`src/sv/assert_macros.svh`:
```
// Assertion helpers for the RTL files; dtach_ctrl includes them.
`ifndef ASSERT_MACROS_SVH
`define ASSERT_MACROS_SVH

// Same-cycle implication, disabled while reset is low.
`define ASSERT_IMP(lbl, clk, rst_n, ante, cons) \
    lbl: assert property (@(posedge clk) disable iff (!rst_n) (ante) |-> (cons)) \
        else $error("assertion failed");

// Next-cycle implication, disabled while reset is low.
`define ASSERT_NXT(lbl, clk, rst_n, ante, cons) \
    lbl: assert property (@(posedge clk) disable iff (!rst_n) (ante) |=> (cons)) \
        else $error("assertion failed");

`endif

```
`src/sv/dtach_pkg.sv`:
```
`default_nettype none
package dtach_pkg;

    // Counter width default
    localparam int COUNT_BITS_DEF = 16;

    // Field widths
    localparam int WIN_W   = 16;
    localparam int EGAIN_W = 17;
    localparam int RGAIN_W = 16;
    localparam int VAL_W   = 8;
    localparam int APB_DW  = 32;
    localparam int APB_AW  = 4;

    // Register reset values
    localparam logic [WIN_W-1:0]   WINDOW_RST    = 16'd710;
    localparam logic [EGAIN_W-1:0] EDGE_GAIN_RST = 17'd69927;
    localparam logic [RGAIN_W-1:0] RPM_GAIN_RST  = 16'd13964;
    localparam logic [VAL_W-1:0]   RPM_LIMIT_RST = 8'd80;

    // rpm to drive factor, Q16 (about 1.5875)
    localparam logic [EGAIN_W-1:0] DRIVE_GAIN = 17'd104039;

    // Register indexes (byte address / 4)
    typedef enum logic [1:0] {
        REG_WINDOW    = 2'd0,
        REG_EDGE_GAIN = 2'd1,
        REG_RPM_GAIN  = 2'd2,
        REG_RPM_LIMIT = 2'd3
    } t_reg_idx;

    typedef struct packed {
        logic [WIN_W-1:0]   window_ticks;
        logic [EGAIN_W-1:0] edge_gain;
        logic [RGAIN_W-1:0] rpm_gain;
        logic [VAL_W-1:0]   rpm_limit;
    } t_cfg;

    typedef enum logic {
        ST_IDLE,
        ST_CALC
    } t_state;

    // Multiplier schedule: each step after the first consumes the last product; each before FINISH issues one
    typedef enum logic [2:0] {
        STEP_R_EDGE  = 3'd0,
        STEP_R_RPM   = 3'd1,
        STEP_R_DRIVE = 3'd2,
        STEP_L_EDGE  = 3'd3,
        STEP_L_RPM   = 3'd4,
        STEP_L_DRIVE = 3'd5,
        STEP_FINISH  = 3'd6
    } t_step;

endpackage
`default_nettype wire

```
`src/sv/dtach_cfg_regs.sv`:
```
`default_nettype none
module dtach_cfg_regs (
    input  wire logic                          i_clk,
    input  wire logic                          i_rst_n,
    input  wire logic                          psel,
    input  wire logic                          penable,
    input  wire logic                          pwrite,
    input  wire logic [dtach_pkg::APB_AW-1:0]  paddr,
    input  wire logic [dtach_pkg::APB_DW-1:0]  pwdata,
    output logic      [dtach_pkg::APB_DW-1:0]  prdata,
    output logic                               pready,
    output dtach_pkg::t_cfg                    o_cfg
);
    import dtach_pkg::*;

    t_cfg     r_cfg;
    t_reg_idx w_idx;
    logic     w_wr;

    assign w_idx  = t_reg_idx'(paddr[3:2]);
    assign w_wr   = psel && penable && pwrite;
    assign pready = 1'b1;
    assign o_cfg  = r_cfg;

    // Write on the access phase
    always_ff @(posedge i_clk) begin
        if (!i_rst_n) begin
            r_cfg.window_ticks <= WINDOW_RST;
            r_cfg.edge_gain    <= EDGE_GAIN_RST;
            r_cfg.rpm_gain     <= RPM_GAIN_RST;
            r_cfg.rpm_limit    <= RPM_LIMIT_RST;
        end else if (w_wr) begin
            case (w_idx)
                REG_WINDOW:    r_cfg.window_ticks <= pwdata[WIN_W-1:0];
                REG_EDGE_GAIN: r_cfg.edge_gain    <= pwdata[EGAIN_W-1:0];
                REG_RPM_GAIN:  r_cfg.rpm_gain     <= pwdata[RGAIN_W-1:0];
                REG_RPM_LIMIT: r_cfg.rpm_limit    <= pwdata[VAL_W-1:0];
                default: ;
            endcase
        end
    end

    // Read back
    always_comb begin
        case (w_idx)
            REG_WINDOW:    prdata = APB_DW'(r_cfg.window_ticks);
            REG_EDGE_GAIN: prdata = APB_DW'(r_cfg.edge_gain);
            REG_RPM_GAIN:  prdata = APB_DW'(r_cfg.rpm_gain);
            REG_RPM_LIMIT: prdata = APB_DW'(r_cfg.rpm_limit);
            default:       prdata = '0;
        endcase
    end

endmodule
`default_nettype wire

```
`src/sv/dtach_mul.sv`:
```
`default_nettype none
// Shared multiply unit: registered product, then Q16 shift and clamp to 255.
module dtach_mul #(
    parameter int COUNT_BITS = dtach_pkg::COUNT_BITS_DEF
) (
    input  wire logic                            i_clk,
    input  wire logic [COUNT_BITS-1:0]           i_a,
    input  wire logic [dtach_pkg::EGAIN_W-1:0]   i_b,
    output logic      [dtach_pkg::VAL_W-1:0]     o_sat
);
    import dtach_pkg::*;

    localparam int PROD_W = COUNT_BITS + EGAIN_W;

    logic [PROD_W-1:0] r_prod;

    // Register the product
    always_ff @(posedge i_clk) begin
        r_prod <= PROD_W'(i_a) * PROD_W'(i_b);
    end

    // Drop the fraction and clamp
    always_comb begin
        if (r_prod[PROD_W-1:16+VAL_W] != '0) begin
            o_sat = '1;
        end else begin
            o_sat = r_prod[16+VAL_W-1:16];
        end
    end

endmodule
`default_nettype wire

```
`src/sv/dtach_ctrl.sv`:
```
`default_nettype none
`include "assert_macros.svh"
module dtach_ctrl #(
    parameter int COUNT_BITS = dtach_pkg::COUNT_BITS_DEF
) (
    input  wire logic                          i_clk,
    input  wire logic                          i_rst_n,
    input  wire dtach_pkg::t_cfg               i_cfg,
    input  wire logic                          i_s_tvalid,
    output logic                               o_s_tready,
    input  wire logic                          i_phase_right,
    input  wire logic                          i_phase_left,
    output logic                               o_m_tvalid,
    input  wire logic                          i_m_tready,
    output logic      [4*dtach_pkg::VAL_W-1:0] o_m_tdata,
    output logic                               o_m_done,
    output logic      [COUNT_BITS-1:0]         o_mul_a,
    output logic      [dtach_pkg::EGAIN_W-1:0] o_mul_b,
    input  wire logic [dtach_pkg::VAL_W-1:0]   i_mul_sat
);
    import dtach_pkg::*;

    localparam int CMP_W = (COUNT_BITS > WIN_W) ? COUNT_BITS : WIN_W;
    localparam logic [COUNT_BITS-1:0] CMAX = '1;

    t_state                r_state, n_state;
    t_step                 r_step, n_step;
    logic                  r_prev_r, n_prev_r, r_prev_l, n_prev_l;
    logic [COUNT_BITS-1:0] r_edges_r, n_edges_r, r_edges_l, n_edges_l;
    logic [COUNT_BITS-1:0] r_tick, n_tick;
    logic [VAL_W-1:0]      r_spd_r, n_spd_r, r_spd_l, n_spd_l;
    logic [VAL_W-1:0]      r_drv_r, n_drv_r, r_drv_l, n_drv_l;
    logic                  r_valid, n_valid, r_done, n_done;

    logic             w_s_acc, w_m_acc, w_close;
    logic [VAL_W-1:0] w_rpm;
    logic             w_calc, w_fresh, w_finish, w_cleared;

    assign o_s_tready = (r_state == ST_IDLE) && (!r_valid || i_m_tready);
    assign w_s_acc    = i_s_tvalid && o_s_tready;
    assign w_m_acc    = r_valid && i_m_tready;
    assign o_m_tvalid = r_valid;
    assign o_m_done   = r_done;
    assign o_m_tdata  = {r_drv_l, r_drv_r, r_spd_l, r_spd_r};

    // Clamp rpm to the configured limit
    assign w_rpm = (i_mul_sat > i_cfg.rpm_limit) ? i_cfg.rpm_limit : i_mul_sat;

    always_ff @(posedge i_clk) begin
        if (!i_rst_n) begin
            r_state   <= ST_IDLE;
            r_step    <= STEP_R_EDGE;
            r_prev_r  <= 1'b0;
            r_prev_l  <= 1'b0;
            r_edges_r <= '0;
            r_edges_l <= '0;
            r_tick    <= '0;
            r_spd_r   <= '0;
            r_spd_l   <= '0;
            r_drv_r   <= '0;
            r_drv_l   <= '0;
            r_valid   <= 1'b0;
            r_done    <= 1'b0;
        end else begin
            r_state   <= n_state;
            r_step    <= n_step;
            r_prev_r  <= n_prev_r;
            r_prev_l  <= n_prev_l;
            r_edges_r <= n_edges_r;
            r_edges_l <= n_edges_l;
            r_tick    <= n_tick;
            r_spd_r   <= n_spd_r;
            r_spd_l   <= n_spd_l;
            r_drv_r   <= n_drv_r;
            r_drv_l   <= n_drv_l;
            r_valid   <= n_valid;
            r_done    <= n_done;
        end
    end

    always_comb begin
        n_state   = r_state;
        n_step    = r_step;
        n_prev_r  = r_prev_r;
        n_prev_l  = r_prev_l;
        n_edges_r = r_edges_r;
        n_edges_l = r_edges_l;
        n_tick    = r_tick;
        n_spd_r   = r_spd_r;
        n_spd_l   = r_spd_l;
        n_drv_r   = r_drv_r;
        n_drv_l   = r_drv_l;
        n_valid   = r_valid && !w_m_acc;
        n_done    = r_done;
        w_close   = 1'b0;
        o_mul_a   = r_edges_r;
        o_mul_b   = i_cfg.edge_gain;

        case (r_state)
            ST_IDLE: begin
                if (w_s_acc) begin
                    // Count rising edges and the tick
                    if (i_phase_right && !r_prev_r && r_edges_r != CMAX) begin
                        n_edges_r = r_edges_r + COUNT_BITS'(1);
                    end
                    if (i_phase_left && !r_prev_l && r_edges_l != CMAX) begin
                        n_edges_l = r_edges_l + COUNT_BITS'(1);
                    end
                    n_prev_r = i_phase_right;
                    n_prev_l = i_phase_left;
                    if (r_tick != CMAX) begin
                        n_tick = r_tick + COUNT_BITS'(1);
                    end
                    w_close = (CMP_W'(n_tick) >= CMP_W'(i_cfg.window_ticks))
                              || (n_tick == CMAX);
                    if (w_close) begin
                        n_state = ST_CALC;
                        n_step  = STEP_R_EDGE;
                        n_valid = 1'b0;
                    end else begin
                        n_valid = 1'b1;
                        n_done  = 1'b0;
                    end
                end
            end
            ST_CALC: begin
                n_step = t_step'(r_step + 3'd1);
                case (r_step)
                    STEP_R_EDGE: begin
                        o_mul_a = r_edges_r;
                        o_mul_b = i_cfg.edge_gain;
                    end
                    STEP_R_RPM: begin
                        o_mul_a = COUNT_BITS'(i_mul_sat);
                        o_mul_b = EGAIN_W'(i_cfg.rpm_gain);
                    end
                    STEP_R_DRIVE: begin
                        n_spd_r = w_rpm;
                        o_mul_a = COUNT_BITS'(w_rpm);
                        o_mul_b = DRIVE_GAIN;
                    end
                    STEP_L_EDGE: begin
                        n_drv_r = i_mul_sat;
                        o_mul_a = r_edges_l;
                        o_mul_b = i_cfg.edge_gain;
                    end
                    STEP_L_RPM: begin
                        o_mul_a = COUNT_BITS'(i_mul_sat);
                        o_mul_b = EGAIN_W'(i_cfg.rpm_gain);
                    end
                    STEP_L_DRIVE: begin
                        n_spd_l = w_rpm;
                        o_mul_a = COUNT_BITS'(w_rpm);
                        o_mul_b = DRIVE_GAIN;
                    end
                    STEP_FINISH: begin
                        // Store the last value, clear the window, present the item
                        n_drv_l   = i_mul_sat;
                        n_edges_r = '0;
                        n_edges_l = '0;
                        n_tick    = '0;
                        n_valid   = 1'b1;
                        n_done    = 1'b1;
                        n_state   = ST_IDLE;
                        n_step    = STEP_R_EDGE;
                    end
                    default: begin
                        n_state = ST_IDLE;
                        n_step  = STEP_R_EDGE;
                    end
                endcase
            end
            default: n_state = ST_IDLE;
        endcase
    end

    // Sequencer conditions watched by the checks below
    assign w_calc    = (r_state == ST_CALC);
    assign w_fresh   = w_calc && !r_valid && (r_step == STEP_R_EDGE);
    assign w_finish  = w_calc && (r_step == STEP_FINISH);
    assign w_cleared = (r_tick == '0) && (r_edges_r == '0) && (r_edges_l == '0);

    `ASSERT_NXT(a_close_enters_calc, i_clk, i_rst_n, w_s_acc && w_close, w_fresh)
    `ASSERT_NXT(a_open_item_out, i_clk, i_rst_n, w_s_acc && !w_close, r_valid && !r_done && !w_calc)
    `ASSERT_NXT(a_finish_clears, i_clk, i_rst_n, w_finish, r_valid && r_done && w_cleared)
    `ASSERT_IMP(a_no_accept_in_calc, i_clk, i_rst_n, w_calc, !o_s_tready && !r_valid)

endmodule
`default_nettype wire

```
`src/sv/dual_encoder_tachometer_core.sv`:
```
`default_nettype none
// Two-wheel tachometer. Each input item is one sample tick carrying both encoder A-phase
// levels (tdata bit 0 right, bit 1 left); every item yields exactly one output item with
// the held speed and drive values of both wheels and a window-done flag in tuser. Ticks
// that do not close the window can be accepted back to back while the output is taken. A tick
// that closes it is followed by seven sequencer steps, because all six products (edge correction,
// rpm, drive, per wheel) go one after another through a single registered multiplier. Input
// is not ready during those steps. Configuration sits on a small APB port, register i at
// byte address 4*i, and should be written only while the block is idle.
module dual_encoder_tachometer_core #(
    parameter int COUNT_BITS = dtach_pkg::COUNT_BITS_DEF
) (
    input  wire logic                          i_clk,
    input  wire logic                          i_rst_n,
    input  wire logic                          psel,
    input  wire logic                          penable,
    input  wire logic                          pwrite,
    input  wire logic [dtach_pkg::APB_AW-1:0]  paddr,
    input  wire logic [dtach_pkg::APB_DW-1:0]  pwdata,
    output logic      [dtach_pkg::APB_DW-1:0]  prdata,
    output logic                               pready,
    input  wire logic                          i_s_axis_tvalid,
    output logic                               o_s_axis_tready,
    // [0] phase_a_right, [1] phase_a_left, [7:2] zero
    input  wire logic [7:0]                    i_s_axis_tdata,
    output logic                               o_m_axis_tvalid,
    input  wire logic                          i_m_axis_tready,
    // [7:0] speed_right, [15:8] speed_left, [23:16] drive_right, [31:24] drive_left
    output logic      [4*dtach_pkg::VAL_W-1:0] o_m_axis_tdata,
    // [0] window_done
    output logic      [0:0]                    o_m_axis_tuser
);
    import dtach_pkg::*;

    t_cfg                  w_cfg;
    logic [COUNT_BITS-1:0] w_mul_a;
    logic [EGAIN_W-1:0]    w_mul_b;
    logic [VAL_W-1:0]      w_mul_sat;
    logic                  w_done;

    assign o_m_axis_tuser = w_done;

    dtach_cfg_regs u_cfg (
        .i_clk   (i_clk),
        .i_rst_n (i_rst_n),
        .psel    (psel),
        .penable (penable),
        .pwrite  (pwrite),
        .paddr   (paddr),
        .pwdata  (pwdata),
        .prdata  (prdata),
        .pready  (pready),
        .o_cfg   (w_cfg)
    );

    dtach_mul #(
        .COUNT_BITS (COUNT_BITS)
    ) u_mul (
        .i_clk (i_clk),
        .i_a   (w_mul_a),
        .i_b   (w_mul_b),
        .o_sat (w_mul_sat)
    );

    dtach_ctrl #(
        .COUNT_BITS (COUNT_BITS)
    ) u_ctrl (
        .i_clk         (i_clk),
        .i_rst_n       (i_rst_n),
        .i_cfg         (w_cfg),
        .i_s_tvalid    (i_s_axis_tvalid),
        .o_s_tready    (o_s_axis_tready),
        .i_phase_right (i_s_axis_tdata[0]),
        .i_phase_left  (i_s_axis_tdata[1]),
        .o_m_tvalid    (o_m_axis_tvalid),
        .i_m_tready    (i_m_axis_tready),
        .o_m_tdata     (o_m_axis_tdata),
        .o_m_done      (w_done),
        .o_mul_a       (w_mul_a),
        .o_mul_b       (w_mul_b),
        .i_mul_sat     (w_mul_sat)
    );

endmodule
`default_nettype wire

```
`config.mk`:
```
export PLATFORM = sky130hd
export DESIGN_NAME = dual_encoder_tachometer_core
export DESIGN_NICKNAME = d
export VERILOG_FILES = /design/src/sv/dtach_pkg.sv /design/src/sv/dtach_cfg_regs.sv /design/src/sv/dtach_mul.sv /design/src/sv/dtach_ctrl.sv /design/src/sv/dual_encoder_tachometer_core.sv
export VERILOG_INCLUDE_DIRS = /design/src /design/src/sv
export SDC_FILE = /design/constraint.sdc
export NUM_CORES = 1
export LEC_CHECK = 0
export ABC_CLOCK_PERIOD_IN_PS = 8500
export BUFFER_PORTS_ARGS = -buffer_cell sky130_fd_sc_hd__buf_2
export CORE_AREA = 2 2 186 371
export CTS_BUF_LIST = sky130_fd_sc_hd__clkbuf_4
export DETAILED_ROUTE_END_ITERATION = 8
export DIE_AREA = 0 0 188 373
export GPL_TIMING_DRIVEN = 0
export HOLD_SLACK_MARGIN = 0.12
export PLACE_DENSITY = 0.48
export SYNTH_ARGS = -nofsm -noshare
export SYNTH_HDL_FRONTEND = slang
export SYNTH_SLANG_ARGS = --single-unit
```
`constraint.sdc`:
```
create_clock -name i_clk -period 8.5 [get_ports i_clk]
set_input_delay 0.425 -clock i_clk [delete_from_list [all_inputs] [get_ports i_clk]]
set_output_delay 0.425 -clock i_clk [all_outputs]
set_load 0.01 [all_outputs]
```
== After elaboration in Yosys (flattened, before gate mapping) ==
Cells that the tools add are included.
W data, S select, Z words.

* Input port bits: 51
* Bits in registers: 178
* Output and inout bits: 68

* $add $sub $neg: 4
* Multiply operators: 1
* Bitwise operators: 1
* Mux-type cells: 35
* Magnitude comparators: 2
* Eq/ne operators: 19
* Reductions and logical operators: 36

{| class="wikitable"
|+ Operators with widths
! operator !! number
|-
| $mux W16 || 10
|-
| $pmux W32 S4 || 1
|-
| $pmux W16 S2 || 3
|-
| $add A16 B1 Y16 const B || 3
|-
| $ne A16 B16 Y1 const B || 3
|-
| $pmux W16 S3 || 1
|-
| $pmux W17 S2 || 1
|-
| $mul A16 B17 Y33 || 1
|-
| $reduce_and A2 Y1 || 11
|-
| $mux W17 || 1
|-
| $eq A16 B16 Y1 const B || 1
|-
| $ge A16 B16 Y1 || 1
|-
| $mux W8 || 2
|-
| $logic_and A1 B1 Y1 || 10
|-
| $ne A2 B2 Y1 const B || 5
|-
| $eq A3 B3 Y1 const B || 3
|-
| $mux W1 || 9
|-
| $mux W3 || 3
|-
| $reduce_and A3 Y1 || 3
|-
| $reduce_bool A9 Y1 || 1
|-
| $gt A8 B8 Y1 || 1
|-
| $eq A3 B2 Y1 const B || 2
|-
| $pmux W1 S2 || 3
|-
| $pmux W3 S2 || 1
|-
| 12 further kinds || 18
|}

== Logic depth before layout (Yosys ltp) ==
* Word-level depth: 11
* Gate-level depth with buffers: 38
* Depth with buffers taken out: 37

== Hierarchy ==
A second synthesis with hierarchy kept.

* Cell total of the unflattened synthesis: 2,086
* Area total of the unflattened synthesis: 17,650.7 um^2

{| class="wikitable"
|+ Modules (own cells, without submodules)
! module !! cells an instance !! sequential area each (um^2) !! instances !! area an instance (um^2)
|-
| dtach_mul || 1,077 || 340.3 || 1 || 9,377.7
|-
| dtach_ctrl || 718 || 1,761.7 || 1 || 5,551.6
|-
| dtach_cfg_regs || 291 || 1,141.1 || 1 || 2,721.4
|}

== Worst setup path before layout ==
No wires, ideal clock.

* Path type: flip-flop to flip-flop
* From: reg u_mul.r_prod[26]
* To: reg u_mul.r_prod[32]
* Slack: 0.119 ns
* Arrival time: 8.260 ns
* Setup time: 0.121 ns
* Cell stages (with the launch flop): 37
* Path buffers: 2
* Cells stage by stage: dfxtp_1 nor4_2 nand3_2 nor2_1 inv_1 ha_1 a21oi_1 o21a_1 nand3_1 nand3_1 clkbuf_1 nand2_1 o21ai_0 o221ai_1 o21ai_1 clkbuf_1 nor2_1 fa_1 inv_1 fa_1 fa_1 inv_1 fa_1 fa_1 inv_1 fa_1 inv_1 ha_1 and4_1 nand4_1 or3_1 a2111oi_2 nor4_2 nor3_1 o31ai_1 and2b_1 xnor2_1

* Longest elaborated chain between the ends: 7

{| class="wikitable"
|+ Ends and longest elaborated chain
! what !! line !! RTL
|-
| start: declaration || dtach_mul.sv:15 || <nowiki>logic [PROD_W-1:0] r_prod;</nowiki>
|-
| start signal: assignment || dtach_mul.sv:19 || <nowiki>r_prod <= PROD_W'(i_a) * PROD_W'(i_b);</nowiki>
|-
| $reduce_bool A9 Y1 * || dtach_mul.sv:24 || <nowiki>if (r_prod[PROD_W-1:16+VAL_W] != '0) begin</nowiki>
|-
| $mux W8 * || dtach_mul.sv:24 ||
|-
| named net u_ctrl.i_mul_sat, one bit || dtach_ctrl.sv:19 || <nowiki>input wire logic [dtach_pkg::VAL_W-1:0] i_mul_sat</nowiki>
|-
| $gt A8 B8 Y1 || dtach_ctrl.sv:47 || <nowiki>assign w_rpm = (i_mul_sat > i_cfg.rpm_limit) ? i_cfg.rpm_limit : i_mul_sat;</nowiki>
|-
| $mux W8 || dtach_ctrl.sv:47 ||
|-
| $pmux W16 S3 * || dtach_ctrl.sv:128 || <nowiki>case (r_step)</nowiki>
|-
| $mux W16 * || dtach_ctrl.sv:99 || <nowiki>case (r_state)</nowiki>
|-
| $mul A16 B17 Y33 * || dtach_mul.sv:19 ||
|}

Mark *: on every way through the listed nets, which the timed path passes. The rest lies on a longest branch.
A chain may end at the register's enable or synchronous reset.

== Final worst setup path ==
* From: reg u_mul.r_prod[31]
* To: reg u_mul.r_prod[32]

Same word-level chain as after synthesis.

==> qor.csv <==
stage,metric,value,unit
floorplanning,die_y,373,um
sta,drv_slew,0,
global_routing,antenna_found_initial,2,
worst_setup_path,crit_family,adder cells,
route,vias,14792,
route,antenna_left,0,
synth,synth_cell_types,85,
clock_network,cts_made_buffers,17,
sta,max_clock_freq,116.7,MHz
route,drc,0,
worst_setup_path,critPathArrivalTime,9150,ps
synth,ys.flop_type,dfxtp_1,
sta,slew-limit-headroom,13.98,%
cells_and_area,nNetsFinal,2598,
sta,tightest_slew,1290,ps
floorplanning,die-area,0.07012,mm^2
placed_design,hpwlAfterDp,45.87,mm
global_routing,grt_pass1_vias,14795,
route,dr.first_iter.drc_count,856,
clock_network,cts_tree,yes,
worst_setup_path,slowest_delay,580,ps
sta,hold_slack,241.4,ps
global_routing,grt_pass1_wl,89.15,mm
synth,yosys.area_share.simple,19.33,%
clock_network,cts.root.buffer_cell,clkbuf_4,
synth,synth_compound_area_share,12.22,%
power,leakage,0.008934,uW
sta,fin_skew,27.26,ps
cells_and_area,stdcell_area,0.02034,mm^2
synth,synth_seq_cells,162,
power,power_density,73.90,mW/mm^2
route,drt-vias-per-instance,4.755,
floorplanning,io_pins,119,
cells_and_area,syn_to_final_growth,21.77,%
worst_hold_path,min_from,paddr[3],
sta,rsz0062_at_grt,yes,
synth,synth.most_common_cell,nand2_1,
outcome,violations,setup timing,
cells_and_area,n_fill_cell,7279,
clock_network,cts.sinks,162,
synth,syn_area,0.01670,mm^2
global_routing,grt-ovfl-total,0,
worst_setup_path,slowest_stage,fa_2,
synth,synth_area_leader_cell,fa_1,
synth,yosysTopAreaCellShare,24.81,%
sta,finalSetupViolCount,5,
floorplanning,start_util,24.78,%
sta,worst_slack,-71.10,ps
synth,synthTopCellsByCount,"nand2_1, inv_1, nor2_1, fa_1, dfxtp_1",
synth,synthXorXnorAreaFrac,2.517,%
floorplanning,core,0.06740,mm^2
placed_design,place_area,0.01826,mm^2
power,ir_drop,0.00007567,V
route,first_pass_iters,5,
floorplanning,rows,135,
clock_network,htree_levels,4,
worst_setup_path,r2r_start,u_mul.r_prod[31],
route,wirelength,58.64,mm
power,power,1503,uW
sta,fin_crit_sh,100.8,%
synth,synth_fa_ha_area_share,34.85,%
global_routing,grt_max_degree,18,
floorplanning,die_x,188,um
sta,hold_violations,0,
synth,synth_top_family_by_area,adder cells,
cells_and_area,drive_above_1_share,17.62,%
placed_design,gp_congestion,0.8837,
worst_hold_path,min-delay-path-class,in -> reg,
placed_design,portBuffers,79,
worst_setup_path,path_max_fanout,8,
worst_setup_path,crit_path_start,u_mul.r_prod[31],
synth,async_flop_share,0,%
worst_setup_path,crit_buf_inv,10,
run,drv_cap,0,
synth,synth_area_leaders,"fa_1, dfxtp_1, ha_1, nand2_1, inv_1",
worst_setup_path,path_class,reg -> reg,
worst_setup_path,cp-start-kind,flip-flop,
synth,ys_warn_count,0,
sta,fin_crit,8571,ps
outcome,outcome,finished with violations,
clock_network,clk_latency,660,ps
global_routing,track_usage,16.91,%
worst_setup_path,cp-end-kind,flip-flop,
clock_network,clk_pin_slew,180,ps
worst_setup_path,cpMostUsedCell,fa_1,
synth,syn_area_per_cell,8.330,um^2
synth,synth_cells,2005,
worst_setup_path,critPathRequiredTime,9080,ps
route,wl_per_cell,18.85,um
synth,synthMuxAreaShare,2.427,%
synth,seq_area_frac_synth,19.42,%
clock_network,clock_path_buffers,2,
synth,synth_edf_count,0,
kinds of logic (layout without fill, tap and decap cells):
family,after synthesis,count (layout)
buffers and inverters,385,585
and+or+nand+nor,735,735
DFF,162,162
AOI/OAI and AO/OA,302,302
xor gates and xnor gates,48,48
other,2,18
adders and majority gates,341,341
muxes,30,30
repair_timing:
action                                  in CTS  in global routing
pin swaps                                   94                 83
endpoints found under the setup margin      17                 16
setup buffers                               59                 13
gates resized for setup                    161                 63
endpoints found under the hold margin       59                  0
cloned                                       3                  0
hold buffers                                19                  0
layout by cell type, fill, tap and decap left out, types with 14 or more instances in the layout:
cell           instances
a211oi_1              19
a21o_1                18
a21oi_1               96
and2_1                15
buf_2                 83
buf_4                 78
clkbuf_1              63
clkbuf_4              17
conb_1                16
dfxtp_1              161
dlygate4sd3_1         19
fa_1                 194
ha_1                 117
ha_4                  17
inv_1                260
inv_2                 17
mux2i_1               18
nand2_1              295
nand2b_1              14
nand3_1               50
nand4_1               14
nor2_1               228
o21ai_0               35
xnor2_1               24
xor2_1                23
final timing paths:
| path | end | slack, ps | cells after the start |
|---|---|---|---|
| max | u_mul.r_prod[32] | -70 | 38 |
| min | u_cfg.o_cfg[56] | 240 | 4 |
| max reg2reg | u_mul.r_prod[32] | -70 | 38 |
| min reg2reg | u_ctrl.r_prev_l | 480 | 2 |
through the flow:
step           utilization (%)  setup slack [ps]  cells  TNS [ps]
2_1_floorplan                -             119.0   2019         0
3_3_place_gp             27.10             -2740   2988    -38650
3_5_place_dp             27.10             -2803   2988    -40170
4_1_cts                  29.66            -155.8   3097    -707.3
5_1_grt                  30.18            -430.3   3111     -4756
6_report                 30.18            -71.10   3111    -199.4
metal layers:
layer | track usage, % | up-vias | routed length, um
li1 | - | 6876 | -
met1 | 21.76 | 7375 | 24960
met2 | 28.45 | 474 | 28480
met3 | 2.953 | 67 | 3647
met4 | 5.601 | 0 | 1549
met5 | 0 | - | 0
worst reg2reg max path, delay by kind of cell, from the launching register on:
kind            cells  cell delay [ps]
compound gates      5              690
xor+xnor            1              120
fa+ha+maj           8             3550
buf+inv            10             1250
flops               1              360
simple gates       14             2520
cell type report:
| class | count | area, um^2 | area share (%) |
|---|---|---|---|
| Timing Repair Buffer | 173 | 1244 | 6.115 |
| Antenna cell | 2 | 5.005 | 0.02461 |
| Sequential cell | 162 | 3244 | 15.95 |
| Clock inverter | 15 | 202.7 | 0.9966 |
| Buffer | 103 | 559.3 | 2.750 |
| Multi-Input combinational cell | 1472 | 12800 | 62.95 |
| Inverter | 277 | 1040 | 5.112 |
| Tap cell | 890 | 1114 | 5.475 |
| Clock buffer | 17 | 127.6 | 0.6275 |
power breakdown:
group	total, uW	internal, uW	switching (uW)
Combinational	154	54.4	100
Clock	570	214	357
Sequential	778	767	10.8
flip-flops by register name, summed over array words and instances (netlist names), 3 cells and up:
register and count:
u_ctrl.r_drv_l 8, u_ctrl.r_spd_l 8, u_ctrl.r_edges_r 16, u_ctrl.r_spd_r 8
u_ctrl.r_tick 16, u_ctrl.r_drv_r 8, u_ctrl.r_edges_l 16, u_cfg.o_cfg 57
u_ctrl.r_step 3, u_mul.r_prod 17
No activity file was read; power rests on OpenSTA's default activity.
